### config.mk
export PLATFORM = sky130hd
export DESIGN_NAME = ascii_hex_frame_receiver_top
export DESIGN_NICKNAME = d
export VERILOG_FILES = /design/src/rtl/core/ahfr_pkg.sv /design/src/rtl/core/ahfr_frame_check.sv /design/src/rtl/core/ascii_hex_frame_receiver_top.sv
export SDC_FILE = /design/constraint.sdc
export NUM_CORES = 1
export LEC_CHECK = 0
export BUFFER_PORTS_ARGS = -buffer_cell sky130_fd_sc_hd__buf_2
export CORE_MARGIN = 2
export CORE_UTILIZATION = 45
export CTS_CLUSTER_SIZE = 12
export DETAILED_ROUTE_END_ITERATION = 7
export GPL_TIMING_DRIVEN = 0
export PLACE_DENSITY = 0.62
export SETUP_SLACK_MARGIN = 0.5
export SYNTH_ARGS = -nofsm -noshare
export SYNTH_HDL_FRONTEND = slang
export SYNTH_HIERARCHICAL = 1
export SYNTH_SLANG_ARGS = --single-unit
### constraint.sdc
create_clock -name clock -period 8.8 [get_ports clock]
set_input_delay 0 -clock clock [delete_from_list [all_inputs] [get_ports clock]]
set_output_delay 0 -clock clock [all_outputs]
set_load 0.02 [all_outputs]
### src/rtl/core/ahfr_pkg.sv
package ahfr_pkg;

   localparam logic [7:0] CHAR_START  = 8'h7E;
   localparam logic [7:0] CHAR_CR     = 8'h0D;
   localparam logic [7:0] CHAR_LF     = 8'h0A;
   localparam logic [7:0] CHAR_DOLLAR = 8'h24;
   localparam logic [7:0] CHAR_TWO    = 8'h32;
   localparam logic [7:0] CHAR_ZERO   = 8'h30;
   localparam logic [7:0] CHAR_FOUR   = 8'h34;
   localparam logic [7:0] CHAR_SIX    = 8'h36;
   localparam logic [15:0] SUM_MASK   = 16'hFFFF;

   localparam logic [1:0] STATUS_OK        = 2'd0;
   localparam logic [1:0] STATUS_MISMATCH  = 2'd1;
   localparam logic [1:0] STATUS_HEADER    = 2'd2;
   localparam logic [1:0] STATUS_LENGTH    = 2'd3;

   localparam logic [7:0] MIN_LENGTH_RESET = 8'd16;

   localparam int RECENT_DEPTH = 5;
   localparam int RSP_BITS     = 72;

   typedef logic [7:0] char_type;

   typedef struct packed {
      logic        header_good;
      logic [15:0] running_sum;
      logic [7:0]  address;
      logic [7:0]  code;
      logic [15:0] length;
   } frame_type;

   typedef struct packed {
      logic [15:0] computed_checksum;
      logic [15:0] received_checksum;
      logic [15:0] info_length;
      logic [7:0]  function_code;
      logic [7:0]  device_address;
      logic [1:0]  frame_status;
   } result_type;

   function automatic logic [3:0] hex_value(input logic [7:0] c);
      logic [3:0] d;
      d = 4'd0;
      if (c >= 8'h30 && c <= 8'h39) begin
         d = c[3:0];
      end else if ((c >= 8'h41 && c <= 8'h46) || (c >= 8'h61 && c <= 8'h66)) begin
         d = c[3:0] + 4'd9;
      end
      return d;
   endfunction

endpackage

### src/rtl/core/ahfr_frame_check.sv
module ahfr_frame_check #(
   parameter int MAX_FRAME_CHARS = 4095,
   parameter int PW = $clog2(MAX_FRAME_CHARS + 1)
) (
   input  ahfr_pkg::frame_type  frame,
   input  ahfr_pkg::char_type   recent [ahfr_pkg::RECENT_DEPTH],
   input  logic [PW-1:0]        position,
   input  logic                 overlong,
   input  logic [7:0]           min_length,
   output ahfr_pkg::result_type result
);

   localparam int CMPW = (PW + 1 > 8) ? PW + 1 : 8;

   logic        dollar;
   logic [7:0]  d0, d1, d2, d3;
   logic [15:0] rx_sum;
   logic [15:0] body;
   logic [15:0] calc;
   logic [CMPW-1:0] count;
   logic        too_short;

   always_comb begin
      dollar = (recent[0] == ahfr_pkg::CHAR_DOLLAR);
      d0 = dollar ? recent[1] : recent[0];
      d1 = dollar ? recent[2] : recent[1];
      d2 = dollar ? recent[3] : recent[2];
      d3 = dollar ? recent[4] : recent[3];
      rx_sum = {ahfr_pkg::hex_value(d3), ahfr_pkg::hex_value(d2),
                ahfr_pkg::hex_value(d1), ahfr_pkg::hex_value(d0)};
      body = frame.running_sum - {8'd0, d0} - {8'd0, d1} - {8'd0, d2} - {8'd0, d3}
             - (dollar ? {8'd0, recent[0]} : 16'd0);
      calc = (body ^ ahfr_pkg::SUM_MASK) + 16'd1;
      count = CMPW'(position) + CMPW'(1);
      too_short = count < CMPW'(min_length);

      result.device_address    = frame.address;
      result.function_code     = frame.code;
      result.info_length       = (frame.code != 8'd0) ? 16'd0 : frame.length;
      result.received_checksum = rx_sum;
      result.computed_checksum = calc;
      if (overlong || too_short) begin
         result.frame_status = ahfr_pkg::STATUS_LENGTH;
      end else if (!frame.header_good || position <= PW'(6)) begin
         result.frame_status = ahfr_pkg::STATUS_HEADER;
      end else if (rx_sum != calc) begin
         result.frame_status = ahfr_pkg::STATUS_MISMATCH;
      end else begin
         result.frame_status = ahfr_pkg::STATUS_OK;
      end
   end

endmodule

### src/rtl/core/ascii_hex_frame_receiver_top.sv
// Channel    Direction  Payload (lowest bit first)
// req_       in         tdata[7:0] rx_byte
// rsp_       out        tdata: status, address, code, length, rx checksum, calc checksum
// csr_       in         data[7:0] min_frame_length
//
// A byte is taken into an input register, checked against the frame state in the
// next cycle and its result, if any, lands in the output register: one byte per
// cycle unless a stalled result holds the pipeline. Reset is synchronous and clears the
// frame state and both stage valids. A stalled result holds the pipeline only when
// the byte waiting behind it also produces a result.
module ascii_hex_frame_receiver_top #(
   parameter int MAX_FRAME_CHARS = 4095
) (
   input  logic        clock,
   input  logic        reset,
   input  logic        req_tvalid,
   output logic        req_tready,
   input  logic [7:0]  req_tdata,   // [7:0] rx_byte
   output logic        rsp_tvalid,
   input  logic        rsp_tready,
   output logic [71:0] rsp_tdata,   // [1:0] frame_status, [9:2] device_address,
                                    // [17:10] function_code, [33:18] info_length,
                                    // [49:34] received_checksum,
                                    // [65:50] computed_checksum, [71:66] zero
   input  logic        csr_valid,
   output logic        csr_ready,
   input  logic [7:0]  csr_data     // [7:0] min_frame_length
);

   localparam int PW = $clog2(MAX_FRAME_CHARS + 1);
   localparam int RD = ahfr_pkg::RECENT_DEPTH;
   localparam int RB = $bits(ahfr_pkg::result_type);

   logic                  s1_valid_ff;
   logic [7:0]            s1_byte_ff;
   logic                  rsp_valid_ff;
   ahfr_pkg::result_type  result_ff;
   logic [7:0]            min_length_ff;

   logic                  in_frame_ff, in_frame_in;
   logic [PW-1:0]         pos_ff, pos_in;
   ahfr_pkg::frame_type   frame_ff, frame_in;
   ahfr_pkg::char_type    recent_ff [RD];
   ahfr_pkg::char_type    recent_in [RD];

   ahfr_pkg::result_type  result_in;
   logic                  s1_emit;
   logic                  s1_advance;
   logic                  out_free;
   logic                  overlong;
   logic                  is_end;
   logic [3:0]            digit;

   assign csr_ready  = 1'b1;
   assign out_free   = !rsp_valid_ff || rsp_tready;
   assign s1_advance = s1_valid_ff && (!s1_emit || out_free);
   assign req_tready = !s1_valid_ff || s1_advance;
   assign rsp_tvalid = rsp_valid_ff;
   assign rsp_tdata  = {(72 - RB)'(0), result_ff};

   always_comb begin
      in_frame_in = in_frame_ff;
      pos_in      = pos_ff;
      frame_in    = frame_ff;
      recent_in   = recent_ff;
      s1_emit     = 1'b0;
      overlong    = 1'b0;
      is_end      = (s1_byte_ff == ahfr_pkg::CHAR_CR) || (s1_byte_ff == ahfr_pkg::CHAR_LF);
      digit       = ahfr_pkg::hex_value(s1_byte_ff);
      if (s1_byte_ff == ahfr_pkg::CHAR_START) begin
         in_frame_in = 1'b1;
         pos_in      = '0;
         frame_in    = '0;
         frame_in.header_good = 1'b1;
         for (int i = 0; i < RD; i++) begin
            recent_in[i] = '0;
         end
      end else if (in_frame_ff) begin
         pos_in = pos_ff + PW'(1);
         if (is_end) begin
            s1_emit     = 1'b1;
            in_frame_in = 1'b0;
         end else begin
            frame_in.running_sum = frame_ff.running_sum + {8'd0, s1_byte_ff};
            recent_in[0] = s1_byte_ff;
            for (int i = 1; i < RD; i++) begin
               recent_in[i] = recent_ff[i-1];
            end
            if (pos_in == PW'(1) && s1_byte_ff != ahfr_pkg::CHAR_TWO) begin
               frame_in.header_good = 1'b0;
            end
            if (pos_in == PW'(2) && s1_byte_ff != ahfr_pkg::CHAR_ZERO) begin
               frame_in.header_good = 1'b0;
            end
            if (pos_in == PW'(5) && s1_byte_ff != ahfr_pkg::CHAR_FOUR) begin
               frame_in.header_good = 1'b0;
            end
            if (pos_in == PW'(6) && s1_byte_ff != ahfr_pkg::CHAR_SIX) begin
               frame_in.header_good = 1'b0;
            end
            if (pos_in == PW'(3) || pos_in == PW'(4)) begin
               frame_in.address = {frame_ff.address[3:0], digit};
            end
            if (pos_in == PW'(7) || pos_in == PW'(8)) begin
               frame_in.code = {frame_ff.code[3:0], digit};
            end
            if (pos_in >= PW'(9) && pos_in <= PW'(12)) begin
               frame_in.length = {frame_ff.length[11:0], digit};
            end
            if (pos_in >= PW'(MAX_FRAME_CHARS - 1)) begin
               overlong    = 1'b1;
               s1_emit     = 1'b1;
               in_frame_in = 1'b0;
            end
         end
      end
   end

   ahfr_frame_check #(
      .MAX_FRAME_CHARS(MAX_FRAME_CHARS),
      .PW(PW)
   ) u_check (
      .frame(frame_in),
      .recent(recent_in),
      .position(pos_in),
      .overlong(overlong),
      .min_length(min_length_ff),
      .result(result_in)
   );

   always_ff @(posedge clock) begin
      if (reset) begin
         s1_valid_ff   <= 1'b0;
         rsp_valid_ff  <= 1'b0;
         in_frame_ff   <= 1'b0;
         pos_ff        <= '0;
         frame_ff      <= '0;
         min_length_ff <= ahfr_pkg::MIN_LENGTH_RESET;
         for (int i = 0; i < RD; i++) begin
            recent_ff[i] <= '0;
         end
      end else begin
         if (csr_valid && csr_ready) begin
            min_length_ff <= csr_data;
         end
         if (req_tready) begin
            s1_valid_ff <= req_tvalid;
         end
         if (s1_advance) begin
            in_frame_ff <= in_frame_in;
            pos_ff      <= pos_in;
            frame_ff    <= frame_in;
            recent_ff   <= recent_in;
         end
         if (s1_advance && s1_emit) begin
            rsp_valid_ff <= 1'b1;
         end else if (rsp_tready) begin
            rsp_valid_ff <= 1'b0;
         end
      end
   end

   always_ff @(posedge clock) begin
      if (req_tvalid && req_tready) begin
         s1_byte_ff <= req_tdata;
      end
      if (s1_advance && s1_emit) begin
         result_ff <= result_in;
      end
   end

   a_no_overwrite: assert property (@(posedge clock) disable iff (reset)
      !(s1_advance && s1_emit && rsp_valid_ff && !rsp_tready))
      else $error("result register overwritten while stalled");

   a_frame_closes: assert property (@(posedge clock) disable iff (reset)
      s1_advance && s1_emit |=> !in_frame_ff && rsp_valid_ff)
      else $error("frame still open after its result");

   a_position_bound: assert property (@(posedge clock) disable iff (reset)
      in_frame_ff |-> pos_ff < PW'(MAX_FRAME_CHARS - 1))
      else $error("character position beyond frame limit");

   a_stage_hold: assert property (@(posedge clock) disable iff (reset)
      s1_valid_ff && !s1_advance |=> s1_valid_ff && $stable(s1_byte_ff))
      else $error("held byte lost from input stage");

endmodule

==> impl_metrics.csv, run 1 <==
group,metric,value,unit
sta,fin_worst_skew,0.0197,ns
routing,first_pass_iters,5,
global_route,grt_overflow,0,
synthesis,synth.top_cell.area_share,16.8,%
final_layout,antenna_cells,0,
sta,rsz0062_at_grt,"no",
global_route,antenna_found_initial,0,
placed_design,globalplace.congestion,0.934,
final_layout,nNetsFinal,1868,
pwr,combPwrFrac,12.2,%
pwr,ir_drop,137,uV
floorplan,die_y,176,um
pwr,total_leakage_power,6.08,nW
pwr,p_sw_share,27.6,%
floorplan,rows,63,
sta,tightest_slew,1.09,ns
sta,period_needed,8.01,ns
clock_network,cts_num_sinks,186,
placed_design,place_inst,2084,
synthesis,yosysSeqAreaShare,33.4,%
clock_network,clock_latency,0.46,ns
final_layout,fin_util,53.6,%
pwr,pwr-share-seq,46.4,%
critical_path,cp_common_cell,"fa_1",
synthesis,syn_avg_cell_area,8.37,um^2
critical_path,setup.worst_path.end_class,"flip-flop",
sta,finalHoldViolCount,0,
sta,maxSlewHeadroom,27.2,%
routing,ant_nets,0,
clock_network,ctsHtreeMaxLevel,4,
floorplan,core,0.0295,mm^2
floorplan,ios,96,
clock_network,cts_tree,"built",
critical_path,crit_fanout,10,
synthesis,synth_edf_count,74,
global_route,grt_usage,24.3,%
final_layout,finalNonFillerCells,2163,
synthesis,synth_area,0.0134,mm^2
pwr,power,0.00195,W
job,drv_cap,0,
floorplan,dieArea,0.0311,mm^2
clock_network,cts_root_buf,"clkbuf_16",
synthesis,synth_cell_type_count,107,
routing,drt_iter0_drc,895,
floorplan,initial_utilization,45.3,%
synthesis,ys_async_sr_fraction,0,%
critical_path,cpPeakStageDelay,0.61,ns
sta,finalCritPeriodShare,91.0,%
floorplan,die_w,176,um
synthesis,synth_area_leaders,"dfxtp_1 (17%), edfxtp_1 (17%), nand2_1 (8.3%), ha_1 (5.4%), a21oi_1 (5.3%)",
clock_network,cts_buffers,17,
synthesis,yosys_warnings,6,
global_route,grt_pass1_vias,11100,
placed_design,dp_hpwl,28400,um
min_path,hold_path_class,"primary input to flip-flop",
sta,fmax,0.125,GHz
routing,viasPerCell,5.56,
critical_path,path_class,"flip-flop to flip-flop",
placed_design,io_buffers,87,
global_route,grt_pass1_wl,59700,um
routing,detail_route.wl_per_cell,17.6,um
pwr,p_switching,0.000538,W
synthesis,ys_ff_latch,186,
outcome,outcome,"complete, no violations",
pwr,p_int,0.00141,W
clock_network,cts.clk_slew.worst_paths,0.08,ns
synthesis,yosysTopAreaCell,"dfxtp_1",
critical_path,start_kind,"flip-flop",
routing,vias,12000,
critical_path,cp_slowest_cell,"fa_1",
clock_network,cts_buffer_depth,2,
sta,finalSetupViolCount,0,
critical_path,arrival,8.18,ns
final_layout,fillers,2809,
critical_path,critPathRequiredTime,8.97,ns
final_layout,drive_gt1_share,17.3,%
pwr,cellPowerDensity,123,mW/mm^2
final_layout,area_delta_synth_final,18.2,%
synthesis,synthCells,1598,
sta,slew_violations,0,
global_route,grt_max_degree,67,
synthesis,synth_ff_type,"dfxtp_1",
routing,wl,38000,um
routing,drcViolationCount,0,
pwr,clkPwrFrac,41.3,%
-- logic make-up after synthesis --
group | synth area share [%]
buffers and inverters | 7.48
other | 0.112
multiplexers | 5.10
flip-flops | 33.4
AND/OR/NAND/NOR | 21.0
AO/OA/AOI/OAI | 18.4
XOR/XNOR | 4.77
adder cells (fa/ha/maj) | 9.77
-- Yosys cell counts (all sizes together) (28+ instances only) --
library cell  number
nor2             112
o21ai             39
inv              119
xor2              28
ha                58
buf               54
a21oi            142
nand2            295
edfxtp            74
fa                29
xnor2             44
clkbuf            52
nand3             37
mux2i             64
dfxtp            112
-- state kept, by name, indices dropped and copies added, names as in the netlist --
| signal | count |
|---|---|
| rsp_tdata | 66 |
| frame_ff | 49 |
| recent_ff | 40 |
| pos_ff | 12 |
| min_length_ff | 8 |
| s1_byte_ff | 8 |
| in_frame_ff | 1 |
| rsp_tvalid | 1 |
| s1_valid_ff | 1 |
-- final timing paths --
kind	from	end	slack (ns)	cells past startpoint
worst min-delay path	rsp_tready	s1_valid_ff$_SDFFE_PP0P_	0.03	4
worst max-delay path	s1_byte_ff[6]$_DFFE_PP_	rsp_tdata[0]$_DFFE_PP_	0.79	26
worst max register to register	s1_byte_ff[6]$_DFFE_PP_	rsp_tdata[0]$_DFFE_PP_	0.79	26
worst min register to register	recent_ff[1]$_SDFFE_PP0P_	recent_ff[1]$_SDFFE_PP0P_	0.46	2
-- stage by stage --
| stage | hold WS (ns) | setup TNS (ns) | instance area (um^2) | worst slack, ns |
|---|---|---|---|---|
| 5_1_grt | 0.0320 | 0 | 15800 | 0.481 |
| 3_3_place_gp | 0.181 | -11.31 | 14300 | -1.85 |
| 2_1_floorplan | 0.0989 | 0 | 13400 | 0.587 |
| 6_report | 0.0261 | 0 | 15800 | 0.792 |
| 4_1_cts | 0.00904 | 0 | 15500 | 0.526 |
| 3_5_place_dp | 0.182 | -7.23 | 14300 | -1.51 |
-- placed cells by master, fill, tap and decap left out, types with 18 or more instances in the layout --
cell	instances
nand3_1	36
o22ai_1	20
a21oi_1	134
xnor2_1	39
dfxtp_1	112
mux2i_1	53
buf_2	104
inv_1	114
nor2_1	108
xor2_1	27
clkbuf_1	42
o21ai_0	33
dlygate4sd3_1	18
edfxtp_1	74
fa_1	29
buf_4	57
ha_1	53
and2_1	21
nand2_1	294
-- cell type report --
cell class / count / area (um^2) / area share [%]
buffer: 106 / 599 / 3.79
sequential: 186 / 4460 / 28.3
tap: 390 / 488 / 3.09
inverter: 120 / 453 / 2.87
clock inverter: 14 / 173 / 1.09
timing repair buffer: 134 / 833 / 5.27
clock buffer: 18 / 439 / 2.78
multi-input combinational: 1195 / 8350 / 52.8
-- timing repair --
item | in CTS | in global routing
hold endpoints to repair | 20 | 0
pin swaps | 9 | 7
resized for setup | 49 | 57
setup buffers | 18 | 11
endpoints found under the setup margin | 14 | 2
hold buffers | 18 | 0
-- routing by layer --
layer	GRT usage [%]	up-vias	routed length [um]	part of all wire, %
li1	-	5876	-	-
met2	37.8	393	17000	45
met1	34.0	5693	17500	46
met5	0	-	0	0
met4	8.23	0	891	2.3
met3	4.59	63	2640	6.9
-- power by group through the flow --
stage,logic [W],registers (W),clock network (W)
after global routing,0.000260,0.000905,0.000844
final,0.000239,0.000905,0.000805
after detailed placement,0.000186,0.000927,0
after floorplan,0.000142,0.000923,0
after CTS,0.000214,0.000906,0.000817
after global placement,0.000183,0.000927,0
-- critical path: cells and delay by family (launching register included) --
kind / cells / cell delay (ns)
AOI/OAI and AO/OA: 8 / 1.79
adders and majority gates: 4 / 1.84
buffers and inverters: 4 / 0.80
DFF: 1 / 0.52
muxes: 2 / 0.51
and+or+nand+nor: 8 / 2.24
Power figures use the tool's default switching activity.
==> run 2, diff against run 1 <==
CORE_UTILIZATION = 44   (was 45)
PLACE_DENSITY = 0.61   (was 0.62)
==> run 2 against run 1 <==
Fmax about the same. Hold slack better by 0.021 ns. Critical path depth up 3. Sequential power about the same. Clock-buffer cell count down 1. Largest cell class unchanged. Cell count about the same. Sequential cell count unchanged. Power down 0.83%. Via count up 0.12%. Sequential share of layout area up 0.18 points. Clock skew down 0.00095 ns.
==> impl_metrics.csv, run 2 (synthesis gave the netlist of run 1 again) <==
group,metric,value,unit
placed_design,io_buffers,87,
sta,tightest_slew,1.16,ns
final_layout,final_common_cell,"nand2_1",
routing,wl,37600,um
clock_network,cts_num_sinks,186,
sta,fmax,0.125,GHz
floorplan,ios,96,
critical_path,setup.worst_path.end_class,"flip-flop",
final_layout,nNetsFinal,1868,
global_route,grt_pass1_vias,10900,
routing,drt_iter0_drc,968,
routing,ant_nets,0,
floorplan,rows,63,
placed_design,place_inst,2084,
floorplan,initial_utilization,44.9,%
global_route,grt_max_degree,67,
global_route,busiest_layer,"met2",
floorplan,die_w,178,um
job,drv_cap,0,
critical_path,crit_fanout,10,
pwr,total_leakage_power,6.06,nW
pwr,cellPowerDensity,123,mW/mm^2
global_route,grt_use_met1,33.8,%
sta,rsz0062_at_grt,"no",
pwr,pwr-share-seq,46.8,%
clock_network,cts_buffers,17,
critical_path,arrival,8.19,ns
critical_path,start_kind,"flip-flop",
outcome,outcome,"complete, no violations",
floorplan,dieArea,0.0318,mm^2
routing,detail_route.wl_per_cell,17.4,um
routing,vias,12000,
global_route,grt_use_met2,37.7,%
clock_network,ctsHtreeMaxLevel,4,
sta,fin_worst_skew,0.0188,ns
pwr,combPwrFrac,11.9,%
pwr,clkPwrFrac,41.3,%
sta,finalHoldViolCount,0,
floorplan,die_y,178,um
final_layout,seq_area,0.00446,mm^2
pwr,ir_drop,132,uV
global_route,antenna_found_initial,0,
sta,slew_violations,0,
min_path,hold_path_class,"primary input to flip-flop",
placed_design,globalplace.congestion,0.912,
placed_design,pre_cts_slack,-1.52,ns
global_route,grt_pass1_wl,59000,um
sta,period_needed,8.01,ns
routing,first_pass_iters,6,
clock_network,cts_buffer_depth,2,
critical_path,cp_slowest_cell,"fa_1",
final_layout,fillers,2868,
final_layout,multiInputGateArea,0.00823,mm^2
clock_network,clock_latency,0.46,ns
pwr,p_sw_share,28.5,%
global_route,grt_use_met3,3.47,%
final_layout,largest_reg_flops,66,
critical_path,path_class,"flip-flop to flip-flop",
clock_network,cts.clk_slew.worst_paths,0.09,ns
global_route,grt_overflow,0,
critical_path,cpPeakStageDelay,0.60,ns
pwr,p_switching,0.000551,W
sta,finalCritPeriodShare,91.0,%
global_route,grt_usage,23.7,%
routing,viasPerCell,5.56,
pwr,p_int,0.00138,W
floorplan,core,0.0298,mm^2
final_layout,final_cell_mix,"nand2_1 (293), a21oi_1 (136), inv_1 (115)",
clock_network,cts_root_buf,"clkbuf_16",
critical_path,critPathRequiredTime,8.98,ns
final_layout,finalNonFillerCells,2165,
sta,maxSlewHeadroom,22.2,%
routing,drcViolationCount,0,
placed_design,dp_hpwl,28700,um
sta,setup_slack,0.793,ns
clock_network,cts_tree,"built",
final_layout,drive_gt1_share,16.6,%
final_layout,area_delta_synth_final,17.4,%
sta,finalSetupViolCount,0,
## run 2: cell count changes in the layout (fill, tap and decap cells not counted), sizes merged, moves of 2 or more
cell | before | now
clkbuf | 70 | 66
diode | 0 | 2
clkinv | 6 | 10
buf | 170 | 172
## run 2: repair_timing
item / CTS / global route
setup buffers: 12 / 16
pin swaps: 7 / 12
gates resized for setup: 44 / 45
endpoints found under the setup margin: 14 / 3
endpoints found under the hold margin: 20 / 0
hold buffers: 19 / 0
## run 2: final timing paths
path	cells past startpoint	from	slack, ns	endpoint
max	29	s1_byte_ff[0]$_DFFE_PP_	0.79	rsp_tdata[0]$_DFFE_PP_
min reg2reg	2	recent_ff[1]$_SDFFE_PP0P_	0.46	recent_ff[1]$_SDFFE_PP0P_
max reg2reg	29	s1_byte_ff[0]$_DFFE_PP_	0.79	rsp_tdata[0]$_DFFE_PP_
min	3	rsp_tready	0.05	rsp_tvalid$_SDFFE_PP0P_
## run 2: critical path: cells and delay by family (launching register included)
kind	cells	cell delay, ns
compound gates	6	1.30
buf+inv	6	1.14
simple gates	7	1.64
fa+ha+maj	5	2.06
mux	3	0.76
flops	1	0.42
xor+xnor	2	0.37
## run 2: layout make-up
class / count / share of cell area (%)
multi-input combinational: 1195 / 52.4
sequential: 186 / 28.4
timing repair buffer: 134 / 5.33
buffer: 106 / 3.82
tap: 390 / 3.11
inverter: 120 / 2.90
clock buffer: 17 / 2.71
clock inverter: 15 / 1.22
antenna: 2 / 0.0319
## run 2: power groups by stage
stage | Sequential, W | Clock, W | Combinational (W)
floorplan | 0.000923 | 0 | 0.000142
global placement | 0.000927 | 0 | 0.000183
detailed placement | 0.000927 | 0 | 0.000186
CTS | 0.000905 | 0.000810 | 0.000207
global route | 0.000905 | 0.000843 | 0.000251
finish | 0.000905 | 0.000798 | 0.000230
## run 2: per-layer routing
| layer | part of all wire [%] | wire length (um) |
|---|---|---|
| met2 | 45 | 16800 |
| met3 | 5.1 | 1920 |
| met1 | 49 | 18300 |
| met4 | 1.6 | 615 |
| met5 | 0 | 0 |
## run 2: through the flow
step | hold slack [ns] | setup TNS, ns | power (W) | area, um^2 | util, %
after detailed placement | 0.180 | -8.05 | 0.00111 | 14300 | 48.1
after global routing | 0.0486 | 0 | 0.00200 | 15700 | 52.7
final | 0.0468 | 0 | 0.00193 | 15700 | 52.7
after floorplan | 0.0989 | 0 | 0.00106 | 13400 | -
after CTS | 0.0281 | 0 | 0.00192 | 15400 | 51.7
after global placement | 0.179 | -11.07 | 0.00111 | 14300 | 48.1
==> run 3, diff against run 2 <==
CORE_ASPECT_RATIO = 0.75   (was not set)
==> run 3 against run 2 <==
Sequential power about the same. Routed wire length increased by 4.7%. Core utilization about the same. Clock-buffer cell count unchanged.
==> impl_metrics.csv, run 3 (synthesis gave the netlist of run 1 again) <==
group,metric,value,unit
outcome,outcome,"complete, no violations",
floorplan,die_w,205,um
pwr,ir_drop,135,uV
placed_design,globalplace.congestion,0.937,
floorplan,dieArea,0.0318,mm^2
placed_design,pre_cts_slack,-1.91,ns
sta,finalCritPeriodShare,91.1,%
clock_network,cts_buffers,17,
clock_network,cts.clk_slew.worst_paths,0.08,ns
critical_path,cp_slowest_cell,"edfxtp_1",
final_layout,final_common_cell,"nand2_1",
placed_design,io_buffers,87,
pwr,cellPowerDensity,127,mW/mm^2
floorplan,initial_utilization,44.6,%
pwr,p_int,0.00142,W
routing,detail_route.wl_per_cell,18.1,um
final_layout,nNetsFinal,1871,
pwr,clkPwrFrac,43.0,%
routing,wl,39400,um
critical_path,critPathRequiredTime,8.97,ns
global_route,grt_pass1_vias,11200,
routing,drt_iter0_drc,1235,
critical_path,arrival,8.19,ns
sta,fmax,0.125,GHz
sta,rsz0062_at_grt,"no",
final_layout,area_delta_synth_final,18.3,%
routing,ant_nets,0,
critical_path,cp_top_family,"simple AND/OR/NAND/NOR gates",
global_route,antenna_found_initial,0,
clock_network,cts_root_buf,"clkbuf_16",
final_layout,final_cell_area,0.0158,mm^2
placed_design,dp_hpwl,30000,um
floorplan,core,0.0300,mm^2
global_route,grt_max_degree,67,
critical_path,cp_common_cell,"fa_1",
final_layout,drive_gt1_share,16.7,%
clock_network,cts_tree,"built",
critical_path,setup.worst_path.end_class,"flip-flop",
sta,tightest_slew,1.26,ns
routing,drcViolationCount,0,
routing,vias,12200,
pwr,combPwrFrac,11.8,%
job,drv_cap,0,
routing,viasPerCell,5.60,
critical_path,path_class,"flip-flop to flip-flop",
final_layout,antenna_cells,0,
final_layout,largest_reg_flops,66,
pwr,pwr-share-seq,45.3,%
critical_path,cpPeakStageDelay,0.54,ns
sta,finalSetupViolCount,0,
clock_network,cts_buffer_depth,2,
clock_network,cts_num_sinks,186,
routing,first_pass_iters,6,
global_route,grt_usage,25.0,%
global_route,grt_pass1_wl,61900,um
sta,finalHoldViolCount,0,
clock_network,clock_latency,0.46,ns
pwr,p_switching,0.000578,W
sta,period_needed,8.02,ns
critical_path,crit_fanout,10,
clock_network,ctsHtreeMaxLevel,4,
critical_path,cp_num_buf_inv,5,
floorplan,ios,96,
sta,fin_worst_skew,0.0105,ns
min_path,hold_path_class,"primary input to flip-flop",
floorplan,rows,55,
final_layout,fin_util,52.7,%
sta,setup_slack,0.781,ns
final_layout,final_cell_mix,"nand2_1 (294), a21oi_1 (134), inv_1 (115)",
global_route,grt_overflow,0,
pwr,total_leakage_power,6.11,nW
pwr,p_sw_share,28.9,%
floorplan,die_y,155,um
critical_path,start_kind,"flip-flop",
sta,slew_violations,0,
sta,maxSlewHeadroom,15.3,%
placed_design,placed_area,0.0143,mm^2
## run 3: cell count changes in the layout (fill, tap and decap cells not counted), sizes merged
cell and delta:
dlygate4sd3 +1, buf +3, diode -2, clkinv -5
bufinv +1, inv +5, clkinvlp -1, clkbuf -1
## run 3: power groups by stage
stage	clock network, W	registers, W	logic (W)
5_1_grt	0.000907	0.000906	0.000256
6_report	0.000859	0.000906	0.000236
4_1_cts	0.000872	0.000905	0.000217
3_3_place_gp	0	0.000927	0.000184
2_1_floorplan	0	0.000923	0.000142
3_5_place_dp	0	0.000927	0.000188
## run 3: worst reg2reg max path: cells and delay by family (launching register included)
family,cells,cell delay (ns)
AO/OA/AOI/OAI,6,1.61
XOR/XNOR,2,0.37
adder cells (fa/ha/maj),4,1.74
buffers and inverters,5,1.06
flip-flops,1,0.54
multiplexers,2,0.64
AND/OR/NAND/NOR,8,1.79
## run 3: metrics by stage
step                power (W)  TNS, ns  hold WS, ns  instances
floorplan             0.00106        0       0.0989       1607
global placement      0.00111   -11.86        0.177       2093
detailed placement    0.00111   -13.85        0.178       2093
CTS                   0.00200        0       0.0793       2162
global route          0.00207        0       0.0948       2175
finish                0.00200        0       0.0829       2175
## run 3: routing by layer
metal | vias up | share of wire [%] | track usage, %
met5 | - | 0 | 0
met4 | 0 | 1.1 | 4.69
met3 | 36 | 9.0 | 5.95
met2 | 466 | 40 | 34.8
met1 | 5781 | 50 | 38.8
li1 | 5898 | - | -
## run 3: area by class of cell
type | count | area, um^2
inverters | 120 | 453
flip-flops and latches | 186 | 4460
repair buffers | 137 | 861
clock inverters | 15 | 228
fillers | 2859 | 14200
multi-input cells | 1195 | 8280
plain buffers | 106 | 602
clock buffers | 17 | 425
well taps | 399 | 499
## run 3: worst paths after layout
| kind | slack [ns] | start | cells after the start | to |
|---|---|---|---|---|
| min | 0.08 | csr_valid | 3 | min_length_ff[4]$_SDFFE_PP1P_ |
| max reg2reg | 0.78 | s1_byte_ff[3]$_DFFE_PP_ | 27 | rsp_tdata[0]$_DFFE_PP_ |
| min reg2reg | 0.46 | recent_ff[7]$_SDFFE_PP0P_ | 2 | recent_ff[7]$_SDFFE_PP0P_ |
| max | 0.78 | s1_byte_ff[3]$_DFFE_PP_ | 27 | rsp_tdata[0]$_DFFE_PP_ |
## run 3: timing repair
action / CTS / global route
gates resized for setup: 49 / 48
hold buffers: 20 / 0
setup endpoints to repair: 16 / 3
pin swaps: 9 / 10
buffers inserted: 17 / 13
endpoints found under the hold margin: 21 / 0
